--- config.mk ---
export PLATFORM = sky130hd
export DESIGN_NAME = canonical_code_assigner_unit_flat
export DESIGN_NICKNAME = d
export VERILOG_FILES = /design/src/sv/cca_pkg.sv /design/src/sv/cca_stream_if.sv /design/src/sv/canonical_code_assigner_unit.sv /design/src/flat_wrapper.sv
export SDC_FILE = /design/constraint.sdc
export NUM_CORES = 1
export LEC_CHECK = 0
export ABC_AREA = 1
export BUFFER_PORTS_ARGS = -buffer_cell sky130_fd_sc_hd__buf_4
export CORE_MARGIN = 8
export CORE_UTILIZATION = 40
export CTS_CLUSTER_SIZE = 40
export DETAILED_ROUTE_END_ITERATION = 16
export GPL_ROUTABILITY_DRIVEN = 1
export GPL_TIMING_DRIVEN = 1
export PLACE_DENSITY = 0.69
export SLEW_MARGIN = 20
export SYNTH_ARGS = -nofsm -noshare
export SYNTH_HDL_FRONTEND = slang
export SYNTH_SLANG_ARGS = --single-unit
--- constraint.sdc ---
create_clock -name clk -period 10.1 [get_ports clk]
set_clock_uncertainty 0.05 [all_clocks]
set_input_delay 1.515 -clock clk [delete_from_list [all_inputs] [get_ports clk]]
set_output_delay 1.515 -clock clk [all_outputs]
set_load 0.01 [all_outputs]
--- src/sv/cca_pkg.sv ---
// Package: widths, status codes and register indexes of the canonical code assigner.
`timescale 1ns / 1ps

package cca_pkg;

    localparam int CODE_SPACE_BITS = 32;
    localparam int LEN_W           = 8;
    localparam int SYM_W           = 16;
    localparam int LEN_OUT_W       = 7;
    localparam int MAXLEN_W        = 6;
    localparam int CFG_IDX_W       = 2;
    localparam int CFG_DATA_W      = 16;

    typedef enum logic [1:0] {
        STATUS_OK          = 2'd0,
        STATUS_BAD_LENGTH  = 2'd1,
        STATUS_OVERFULL    = 2'd2,
        STATUS_PRIOR_ERROR = 2'd3
    } status_t;

    typedef enum logic [CFG_IDX_W-1:0] {
        CFG_MAX_LENGTH    = 2'd0,
        CFG_SYMBOL_OFFSET = 2'd1
    } cfg_index_t;

    localparam logic [MAXLEN_W-1:0] MAX_LENGTH_RESET    = 6'd32;
    localparam logic [SYM_W-1:0]    SYMBOL_OFFSET_RESET = 16'd0;

endpackage

--- src/sv/cca_stream_if.sv ---
// Interfaces: length input channel and codeword result channel.
`timescale 1ns / 1ps

interface cca_len_if;
    logic                             valid;
    logic                             ready;
    logic signed [cca_pkg::LEN_W-1:0] code_length;
    logic        [cca_pkg::SYM_W-1:0] symbol;
    logic                             last_entry;

    modport source (output valid, output code_length, output symbol, output last_entry,
                    input ready);
    modport sink   (input valid, input code_length, input symbol, input last_entry,
                    output ready);
endinterface

interface cca_code_if;
    logic                                       valid;
    logic                                       ready;
    logic [cca_pkg::CODE_SPACE_BITS-1:0]        codeword;
    logic [cca_pkg::LEN_OUT_W-1:0]              length_out;
    logic [cca_pkg::SYM_W-1:0]                  symbol_out;
    cca_pkg::status_t                           status;
    logic                                       last_out;

    modport source (output valid, output codeword, output length_out, output symbol_out,
                    output status, output last_out, input ready);
    modport sink   (input valid, input codeword, input length_out, input symbol_out,
                    input status, input last_out, output ready);
endinterface

--- src/sv/canonical_code_assigner_unit.sv ---
// Canonical code assigner: input register, one accumulator step, result register.
// Throughput: one length per cycle while the result channel is not stalled.
// A stalled result holds the output register; the input register takes one more
// length and then stalls the input. Reset (rst_n low, asynchronous) clears the
// accumulator, the sticky error and both valid flags, and sets the config registers to defaults.
`timescale 1ns / 1ps

module canonical_code_assigner_unit (
    input  logic                                clk,
    input  logic                                rst_n,
    input  logic                                cfg_we,
    input  logic [cca_pkg::CFG_IDX_W-1:0]       cfg_index,
    input  logic [cca_pkg::CFG_DATA_W-1:0]      cfg_data,
    cca_len_if.sink                             len_ch,
    cca_code_if.source                          code_ch
);

    localparam int CW  = cca_pkg::CODE_SPACE_BITS;
    localparam int ACW = CW + 1;
    localparam int SHW = $clog2(CW);

    logic [cca_pkg::MAXLEN_W-1:0]   max_length_reg;
    logic [cca_pkg::SYM_W-1:0]      symbol_offset_reg;
    logic [ACW-1:0]                 next_code_reg, next_code_next;
    logic                           error_seen_reg, error_seen_next;

    logic                           s1_valid_reg;
    logic [cca_pkg::LEN_W-1:0]      s1_length_reg;
    logic [cca_pkg::SYM_W-1:0]      s1_symbol_reg;
    logic                           s1_last_reg;

    logic                           out_valid_reg, out_valid_next;
    logic [CW-1:0]                  codeword_reg;
    logic [cca_pkg::LEN_OUT_W-1:0]  length_out_reg;
    logic [cca_pkg::SYM_W-1:0]      symbol_out_reg;
    cca_pkg::status_t               status_reg;
    logic                           last_out_reg;

    logic                           out_free, s1_fire, in_fire;
    logic                           negative;
    logic [cca_pkg::LEN_W-1:0]      abs_len;
    logic [cca_pkg::MAXLEN_W-1:0]   limit;
    logic                           too_long;
    logic [SHW-1:0]                 shift;
    logic [ACW-1:0]                 step;
    logic [ACW:0]                   sum;
    logic                           misaligned, overfull;
    cca_pkg::status_t               status;
    logic                           emit;
    logic [CW-1:0]                  codeword;

    assign out_free     = !out_valid_reg || code_ch.ready;
    assign s1_fire      = s1_valid_reg && out_free;
    assign len_ch.ready = !s1_valid_reg || out_free;
    assign in_fire      = len_ch.valid && len_ch.ready;

    // config registers
    always_ff @(posedge clk or negedge rst_n)
    begin
        if (!rst_n)
        begin
            max_length_reg    <= cca_pkg::MAX_LENGTH_RESET;
            symbol_offset_reg <= cca_pkg::SYMBOL_OFFSET_RESET;
        end
        else if (cfg_we)
        begin
            unique case (cfg_index)
                cca_pkg::CFG_MAX_LENGTH:
                    max_length_reg <= cfg_data[cca_pkg::MAXLEN_W-1:0];
                cca_pkg::CFG_SYMBOL_OFFSET:
                    symbol_offset_reg <= cfg_data[cca_pkg::SYM_W-1:0];
                default: ;
            endcase
        end
    end

    // input register
    always_ff @(posedge clk or negedge rst_n)
    begin
        if (!rst_n)
        begin
            s1_valid_reg <= 1'b0;
        end
        else if (len_ch.ready)
        begin
            s1_valid_reg <= len_ch.valid;
        end
    end

    always_ff @(posedge clk)
    begin
        if (in_fire)
        begin
            s1_length_reg <= len_ch.code_length;
            s1_symbol_reg <= len_ch.symbol;
            s1_last_reg   <= len_ch.last_entry;
        end
    end

    // accumulator step
    always_comb
    begin
        negative   = s1_length_reg[cca_pkg::LEN_W-1];
        abs_len    = negative ? (~s1_length_reg + 1'b1) : s1_length_reg;
        limit      = (max_length_reg > cca_pkg::MAXLEN_W'(CW)) ?
                     cca_pkg::MAXLEN_W'(CW) : max_length_reg;
        too_long   = abs_len > {2'b00, limit};
        shift      = SHW'(cca_pkg::MAXLEN_W'(CW) - abs_len[cca_pkg::MAXLEN_W-1:0]);
        step       = ACW'(1) << shift;
        misaligned = |(next_code_reg & (step - 1'b1));
        sum        = {1'b0, next_code_reg} + {1'b0, step};
        overfull   = sum > (ACW+1)'(ACW'(1) << CW);
        codeword   = CW'(next_code_reg >> shift);

        status          = cca_pkg::STATUS_OK;
        emit            = 1'b0;
        next_code_next  = next_code_reg;
        error_seen_next = error_seen_reg;

        if (abs_len != '0)
        begin
            if (error_seen_reg)
            begin
                status = cca_pkg::STATUS_PRIOR_ERROR;
                emit   = !negative;
            end
            else if (too_long || misaligned)
            begin
                status          = cca_pkg::STATUS_BAD_LENGTH;
                emit            = 1'b1;
                error_seen_next = 1'b1;
            end
            else if (overfull)
            begin
                status          = cca_pkg::STATUS_OVERFULL;
                emit            = 1'b1;
                error_seen_next = 1'b1;
            end
            else
            begin
                emit           = !negative;
                next_code_next = sum[ACW-1:0];
            end
        end

        if (s1_last_reg)
        begin
            next_code_next  = '0;
            error_seen_next = 1'b0;
        end
    end

    always_ff @(posedge clk or negedge rst_n)
    begin
        if (!rst_n)
        begin
            next_code_reg  <= '0;
            error_seen_reg <= 1'b0;
        end
        else if (s1_fire)
        begin
            next_code_reg  <= next_code_next;
            error_seen_reg <= error_seen_next;
        end
    end

    // result register
    always_comb
    begin
        out_valid_next = out_valid_reg && !code_ch.ready;
        if (s1_fire)
        begin
            out_valid_next = emit;
        end
    end

    always_ff @(posedge clk or negedge rst_n)
    begin
        if (!rst_n)
        begin
            out_valid_reg <= 1'b0;
        end
        else
        begin
            out_valid_reg <= out_valid_next;
        end
    end

    always_ff @(posedge clk)
    begin
        if (s1_fire && emit)
        begin
            codeword_reg   <= (status == cca_pkg::STATUS_OK) ? codeword : '0;
            length_out_reg <= abs_len[cca_pkg::LEN_W-1] ?
                              {cca_pkg::LEN_OUT_W{1'b1}} : abs_len[cca_pkg::LEN_OUT_W-1:0];
            symbol_out_reg <= s1_symbol_reg + symbol_offset_reg;
            status_reg     <= status;
            last_out_reg   <= s1_last_reg;
        end
    end

    assign code_ch.valid      = out_valid_reg;
    assign code_ch.codeword   = codeword_reg;
    assign code_ch.length_out = length_out_reg;
    assign code_ch.symbol_out = symbol_out_reg;
    assign code_ch.status     = status_reg;
    assign code_ch.last_out   = last_out_reg;

    // checks
    a_code_space_bound: assert property (@(posedge clk) disable iff (!rst_n)
        next_code_reg[CW] |-> (next_code_reg[CW-1:0] == '0))
        else $error("accumulator beyond full code space");

    a_end_of_table_clear: assert property (@(posedge clk) disable iff (!rst_n)
        (s1_fire && s1_last_reg) |=> (next_code_reg == '0 && !error_seen_reg))
        else $error("state not cleared after last entry");

    a_codeword_fits: assert property (@(posedge clk) disable iff (!rst_n)
        (out_valid_reg && status_reg == cca_pkg::STATUS_OK) |->
        ((ACW'(codeword_reg) >> length_out_reg) == '0))
        else $error("codeword wider than its length");

    a_stall_holds_input: assert property (@(posedge clk) disable iff (!rst_n)
        !len_ch.ready |-> (s1_valid_reg && out_valid_reg))
        else $error("input stalled with room downstream");

endmodule

--- src/flat_wrapper.sv ---
// flat-port wrapper written by rule: the top's interface ports become plain ports
module canonical_code_assigner_unit_flat 
  (clk, rst_n, cfg_we, cfg_index, cfg_data, len_ch_valid, len_ch_code_length, len_ch_symbol, len_ch_last_entry, len_ch_ready, code_ch_valid, code_ch_codeword, code_ch_length_out, code_ch_symbol_out, code_ch_status, code_ch_last_out, code_ch_ready);
  cca_len_if len_ch_i ();
  cca_code_if code_ch_i ();
  input  logic clk;
  input  logic rst_n;
  input  logic cfg_we;
  input  logic [cca_pkg::CFG_IDX_W-1:0] cfg_index;
  input  logic [cca_pkg::CFG_DATA_W-1:0] cfg_data;
  input wire logic [$bits(len_ch_i.valid)-1:0] len_ch_valid;
  input wire logic [$bits(len_ch_i.code_length)-1:0] len_ch_code_length;
  input wire logic [$bits(len_ch_i.symbol)-1:0] len_ch_symbol;
  input wire logic [$bits(len_ch_i.last_entry)-1:0] len_ch_last_entry;
  output wire logic [$bits(len_ch_i.ready)-1:0] len_ch_ready;
  output wire logic [$bits(code_ch_i.valid)-1:0] code_ch_valid;
  output wire logic [$bits(code_ch_i.codeword)-1:0] code_ch_codeword;
  output wire logic [$bits(code_ch_i.length_out)-1:0] code_ch_length_out;
  output wire logic [$bits(code_ch_i.symbol_out)-1:0] code_ch_symbol_out;
  output wire logic [$bits(code_ch_i.status)-1:0] code_ch_status;
  output wire logic [$bits(code_ch_i.last_out)-1:0] code_ch_last_out;
  input wire logic [$bits(code_ch_i.ready)-1:0] code_ch_ready;
  assign len_ch_i.valid = len_ch_valid;
  assign len_ch_i.code_length = len_ch_code_length;
  assign len_ch_i.symbol = len_ch_symbol;
  assign len_ch_i.last_entry = len_ch_last_entry;
  assign len_ch_ready = len_ch_i.ready;
  assign code_ch_valid = code_ch_i.valid;
  assign code_ch_codeword = code_ch_i.codeword;
  assign code_ch_length_out = code_ch_i.length_out;
  assign code_ch_symbol_out = code_ch_i.symbol_out;
  assign code_ch_status = code_ch_i.status;
  assign code_ch_last_out = code_ch_i.last_out;
  assign code_ch_i.ready = code_ch_ready;
  canonical_code_assigner_unit u_core (.clk(clk), .rst_n(rst_n), .cfg_we(cfg_we), .cfg_index(cfg_index), .cfg_data(cfg_data), .len_ch(len_ch_i), .code_ch(code_ch_i));
endmodule
* Yosys cells after proc, flatten, opt, wreduce, memory -nomap -nowiden *
Index checks and enable logic that the tools add are counted.

operators by class
  reduce and logical (&&, ||, !) cells = 20
  magnitude comparators = 3
  add/sub/neg operators = 5
  shifts and indexed selects = 2
  muxes and demuxes = 21
  bitwise logic cells = 2
  equality and inequality tests = 4

operators by type and width
  cell                                                             count
  2-to-1 mux 33 bit                                                5
  adder 33 x 33 -> 34 bit                                          1
  greater-than comparator 34 x 33 -> 1 bit, second input constant  1
  AND 33 bit                                                       1
  OR reduction 33 bit                                              1
  left shift 1 x 5 -> 33 bit, first input constant                 1
  >> shifter 33 x 5 -> 32 bit                                      1
  subtractor 33 x 1 -> 33 bit, second input constant               1
  adder 16 bit                                                     1
  2-to-1 mux 1 bit                                                 10
  adder 8 x 1 -> 8 bit, second input constant                      1
  greater-than comparator 8 x 6 -> 1 bit                           1
  2-to-1 mux 2 bit                                                 4
  2-to-1 mux 8 bit                                                 1
  inverter 8 bit                                                   1
  nonzero test 8 bit                                               1
  greater-than comparator 6 bit, second input constant             1
  2-to-1 mux 6 bit                                                 1
  AND reduction 2 bit                                              3
  AND reduction 5 bit                                              1
  subtractor 1 x 5 -> 5 bit, first input constant                  1
  logical AND 1 bit                                                4
  zero test 1 bit                                                  4
  zero test 2 bit                                                  2
  5 further kinds                                                  8

storage, ports and cells
  logic and storage cells = 71
  output and inout port bits = 60
  bits of input ports = 48
  register bits after elaboration = 141

* Longest topological paths before layout *
  depth after elaboration = 13
  gate-level depth with buffers = 40
  depth with buffers taken out = 37

* Worst setup path before layout *
No wires, ideal clock.

  path type = register to register
  start point = register u_core.s1_length_reg[0] in the netlist's numbering
  end point = register u_core.codeword_reg[0] (netlist: u_core.code_ch.codeword[0]), enable pin
  data arrival time = 6.622 ns
  path buffers = 3
  setup slack = 2.455 ns
  required time = 9.077 ns
  stages on the path, launching flop included = 33
  setup time = 0.973 ns
  clock period less this slack = 7.645 ns
  path through = edfxtp_1 -> inv_1 -> clkbuf_1 -> clkbuf_1 -> ha_1 -> inv_1 -> nand2_1 -> nand2_1 -> nand2_1 -> inv_1 -> ha_1 -> clkbuf_1 -> nand2_1 -> nor2_1 -> nand2_1 -> fa_1 -> o21ai_0 -> a21oi_1 -> o21ai_0 -> nand2_1 -> nand2_1 -> nand2_1 -> nand2_1 -> nand4_1 -> nand2_1 -> xor2_1 -> nor2_1 -> nand2_1 -> nand2_1 -> inv_1 -> nand2_1 -> nand2_1 -> o21ai_0

on the way
  cells in the longest elaborated chain, start to end = 13
  elaborated cells on any way between the ends = 18
  classes of those cells = add/sub: 4; order compare: 2; shift: 1; mux: 5; bitwise: 2; reduce/logical: 4

ends and longest elaborated chain
  element                                                          line                                 source
  start: declaration                                               canonical_code_assigner_unit.sv:28   logic [cca_pkg::LEN_W-1:0] s1_length_reg;
  start signal: assignment                                         canonical_code_assigner_unit.sv:94   s1_length_reg <= len_ch.code_length;
  inverter 8 bit (*)                                               canonical_code_assigner_unit.sv:104  abs_len = negative ? (~s1_length_reg + 1'b1) : s1_length_reg;
  adder 8 x 1 -> 8 bit (*)                                         canonical_code_assigner_unit.sv:104
  2-to-1 mux 8 bit (*)                                             canonical_code_assigner_unit.sv:104
  net u_core.abs_len, one bit                                      canonical_code_assigner_unit.sv:41   logic [cca_pkg::LEN_W-1:0] abs_len;
  branches (longest 8 deep; another with adder 33 x 33 -> 34 bit)  -
  2-to-1 mux 1 bit (*)                                             canonical_code_assigner_unit.sv:120  if (abs_len != '0)
  logical AND 1 bit (*)                                            canonical_code_assigner_unit.sv:191  if (s1_fire && emit)
  end signal: assignment                                           canonical_code_assigner_unit.sv:193  codeword_reg <= (status == cca_pkg::STATUS_OK) ? codeword : '0;
  end: declaration                                                 canonical_code_assigner_unit.sv:33   logic [CW-1:0] codeword_reg;

Mark *: on every way through the listed nets, which the timed path passes.
A chain may end at the register's enable or synchronous reset.

* Worst setup path after layout *
  start point = register u_core.s1_length_reg[0] in the netlist's numbering
  end point = register u_core.codeword_reg[16] (netlist: u_core.code_ch.codeword[16]), enable pin

on the way
  cells in the longest elaborated chain, start to end = 13
  elaborated cells on any way between the ends = 18
  classes of those cells = add/sub: 4; order compare: 2; shift: 1; mux: 5; bitwise: 2; reduce/logical: 4

ends and longest elaborated chain
  element                                                          line
  inverter 8 bit                                                   canonical_code_assigner_unit.sv:104
  adder 8 x 1 -> 8 bit                                             canonical_code_assigner_unit.sv:104
  2-to-1 mux 8 bit (*)                                             canonical_code_assigner_unit.sv:104
  branches (longest 8 deep; another with adder 33 x 33 -> 34 bit)  -
  2-to-1 mux 1 bit (*)                                             canonical_code_assigner_unit.sv:120
  logical AND 1 bit (*)                                            canonical_code_assigner_unit.sv:191

Mark *: on every way between the ends.

==> flow_summary.yaml <==
final_layout:
  nFillCells: 2902
  design_area_um2: 13300
  largest_reg_flops: 33
  drive_above_1_share_pct: 12.4
  area_growth_syn_to_layout_pct: 14.3
  num_antenna_cells: 0
  multi_input_area_um2: 6720
  nets: 1891
  regArea_um2: 3950
floorplan:
  ioPinCount: 108
  die_w_um: 186
  die_h_um: 186
  num_rows: 62
  initial_utilization_pct: 40.6
  core_um2: 28600
  dieArea_um2: 34800
setup_path:
  worstPathRequired_ns: 10.11
  crit_type: "register to register"
  slowest_stage: "inv_1"
  worst_path_largest_cell_delay_ns: 0.69
  startpoint_type: "register"
  worstPathMaxFanout: 58
  reg2reg_slack_ns: 2.49
  cp_top_family: "buffers and inverters"
  endpoint_kind: "register"
  path_buf_inv: 7
  reg2reg_depth: 31
  cp.arrival_ns: 7.63
  cpMostUsedCell: "nand2_1"
  r2r_end: "u_core.code_ch.codeword[16]$_SDFFCE_PP0P_"
  r2r-start: "u_core.s1_length_reg[0]$_DFFE_PP_"
global_route:
  grt_pass1_vias: 11100
  grt_start_max_net_pins: 59
  antenna_found_initial: 0
  grt_pass1_wl_um: 58500
  grt.total_usage_pct: 20.7
  grt-ovfl-total: 0
clock_tree:
  post_cts_buffers: 0
  clockRootBuffer: "clkbuf_16"
  h-tree-depth: 4
  cts_hold_buf: 0
  cts_resized: 0
  cts_buffers: 17
  clk_path_buf_depth: 2
  cts_tree: "built"
  cts_sinks: 141
  clock_latency_ns: 0.44
  path_clk_slew_ns: 0.08
sta:
  grt_setup_unrepaired: "false"
  hold_viol_final: 0
  post-route-period-util_pct: 75.4
  fin_crit_ns: 7.61
  setup_viol: 0
  relSlewSlack_pct: 22.5
  max_freq_mhz: 131
  worst_pin_slew_ns: 1.16
  maxSlewViolCount: 0
  fin_setup_tns_ns: 0
pwr:
  power_frac_comb_pct: 45.4
  powerDensity_nw_per_um2: 212
  leakagePower_nw: 6.71
  seq_power_share_pct: 31.9
  p_clk_share_pct: 22.7
  swShare_pct: 43.6
  internal_power_mw: 1.59
  ir_drop_v: 0.000129
  power.switching_mw: 1.23
placed_design:
  placed_area_um2: 12700
  dp_hpwl_um: 29200
  gp_congestion: 0.923
  port_buffers: 107
logic_synthesis:
  synth_area_per_cell_um2: 6.83
  ys_types: 46
  netlist_instances: 1702
  synth.net_count: 1812
  synth_area_um2: 11600
  synth_top_area_share_pct: 21.4
  synthTopCellsByCount: "nand2_1 (522), nor2_1 (214), inv_1 (169)"
  synth-async-reset-ratio_pct: 41.1
  synth_edf_count: 83
  synth_top_cell_by_area: "edfxtp_1"
  synth_warnings: 0
  synth_flop_cell: "edfxtp_1"
  synth_area_leaders: "edfxtp_1 (21%), nand2_1 (17%), dfrtp_1 (12%), nor2_1 (6.9%), ha_1 (6.5%)"
  post-synth-top-count-cell: "nand2_1"
  ys_seq_area_share_pct: 33.9
  ys_ff_latch: 141
drt:
  wirelength_um: 36600
  dr.pass1.iters: 7
  drc: 0
  drtIter0Drc: 1054
  vias: 11400
  routedWlPerCell_um: 16.8
  ant_nets: 0
  viasPerCell: 5.23
worst_hold_path:
  hold-path-cell-count: 2
  min_from: "u_core.symbol_offset_reg[2]$_DFFE_PN0P_"
  min-delay-path-class: "register to register"
  min_to: "u_core.symbol_offset_reg[2]$_DFFE_PN0P_"
run_status:
  status: "completed"
flow_run:
  maxCapViolations: 0
-- through the flow --
step                      instances  power, mW  hold WS [ns]  setup WS, ns  utilization [%]
after floorplan                1702       1.77         0.374          2.46                -
after global placement         2146       2.17         0.423          2.68             44.3
after detailed placement       2146       2.18         0.430          2.59             44.3
after CTS                      2178       2.82         0.455          2.54             46.4
after global routing           2178       3.01         0.461          1.89             46.4
final                          2178       2.81         0.450          2.49             46.4
-- worst max path at each step --
| stage | start | endpoint | cells after the start |
|---|---|---|---|
| after floorplan | u_core.s1_length_reg[0]$_DFFE_PP_ | u_core.code_ch.codeword[0]$_SDFFCE_PP0P_ | 32 |
| after global placement | u_core.s1_length_reg[0]$_DFFE_PP_ | u_core.code_ch.codeword[8]$_SDFFCE_PP0P_ | 32 |
| after detailed placement | u_core.s1_length_reg[0]$_DFFE_PP_ | u_core.code_ch.codeword[8]$_SDFFCE_PP0P_ | 31 |
| after CTS | u_core.s1_length_reg[0]$_DFFE_PP_ | u_core.code_ch.codeword[30]$_SDFFCE_PP0P_ | 31 |
| after global routing | u_core.s1_length_reg[0]$_DFFE_PP_ | u_core.code_ch.codeword[27]$_SDFFCE_PP0P_ | 32 |
| final | u_core.s1_length_reg[0]$_DFFE_PP_ | u_core.code_ch.codeword[16]$_SDFFCE_PP0P_ | 31 |
-- metal layers --
metal  share of wire, %  up-vias  global-route usage, %
met5                  0        -                      0
met1                 45     5234                   27.0
li1                   -     5729                      -
met2                 46      350                   33.9
met3                5.9       76                   3.15
met4                3.3        0                   8.43
-- placed cells by master, fill, tap and decap left out, types with 19 or more instances in the layout --
cell and n:
nand2_2 21, xor2_1 33, ha_1 60, o21ai_0 119
nor2_1 214, a21oi_1 70, nor2_2 19, buf_4 114
nand2_1 522, edfxtp_1 83, inv_1 169, nand3_1 147
dfrtp_1 57
-- tightest hold or removal path, stage by stage (launching register included) --
cell     delay, ns
dfrtp_1       0.35
nand2_1       0.05
o21ai_0       0.06
-- kinds of logic after synthesis --
| logic type | Yosys count | synth area share, % |
|---|---|---|
| AOI/OAI and AO/OA | 243 | 11.5 |
| xor gates and xnor gates | 41 | 3.09 |
| adders and majority gates | 62 | 6.80 |
| buffers and inverters | 236 | 8.30 |
| DFF | 141 | 33.9 |
| muxes | 13 | 1.23 |
| and+or+nand+nor | 966 | 35.1 |
-- power groups by stage --
stage	combinational [mW]	clock [mW]	sequential, mW
after floorplan	0.844	0	0.930
after global placement	1.26	0	0.906
final	1.28	0.640	0.898
after detailed placement	1.27	0	0.909
after global routing	1.43	0.670	0.915
after CTS	1.27	0.649	0.897
-- area by class of cell --
type                       instances  area share [%]
clock buffer                      17            3.20
clock inverter                    15            1.25
inverter                         182            5.14
multi-input combinational       1325            50.6
sequential                       141            29.7
tap                              384            3.62
timing repair buffer             114            6.44
Power figures use the tool's default switching activity.
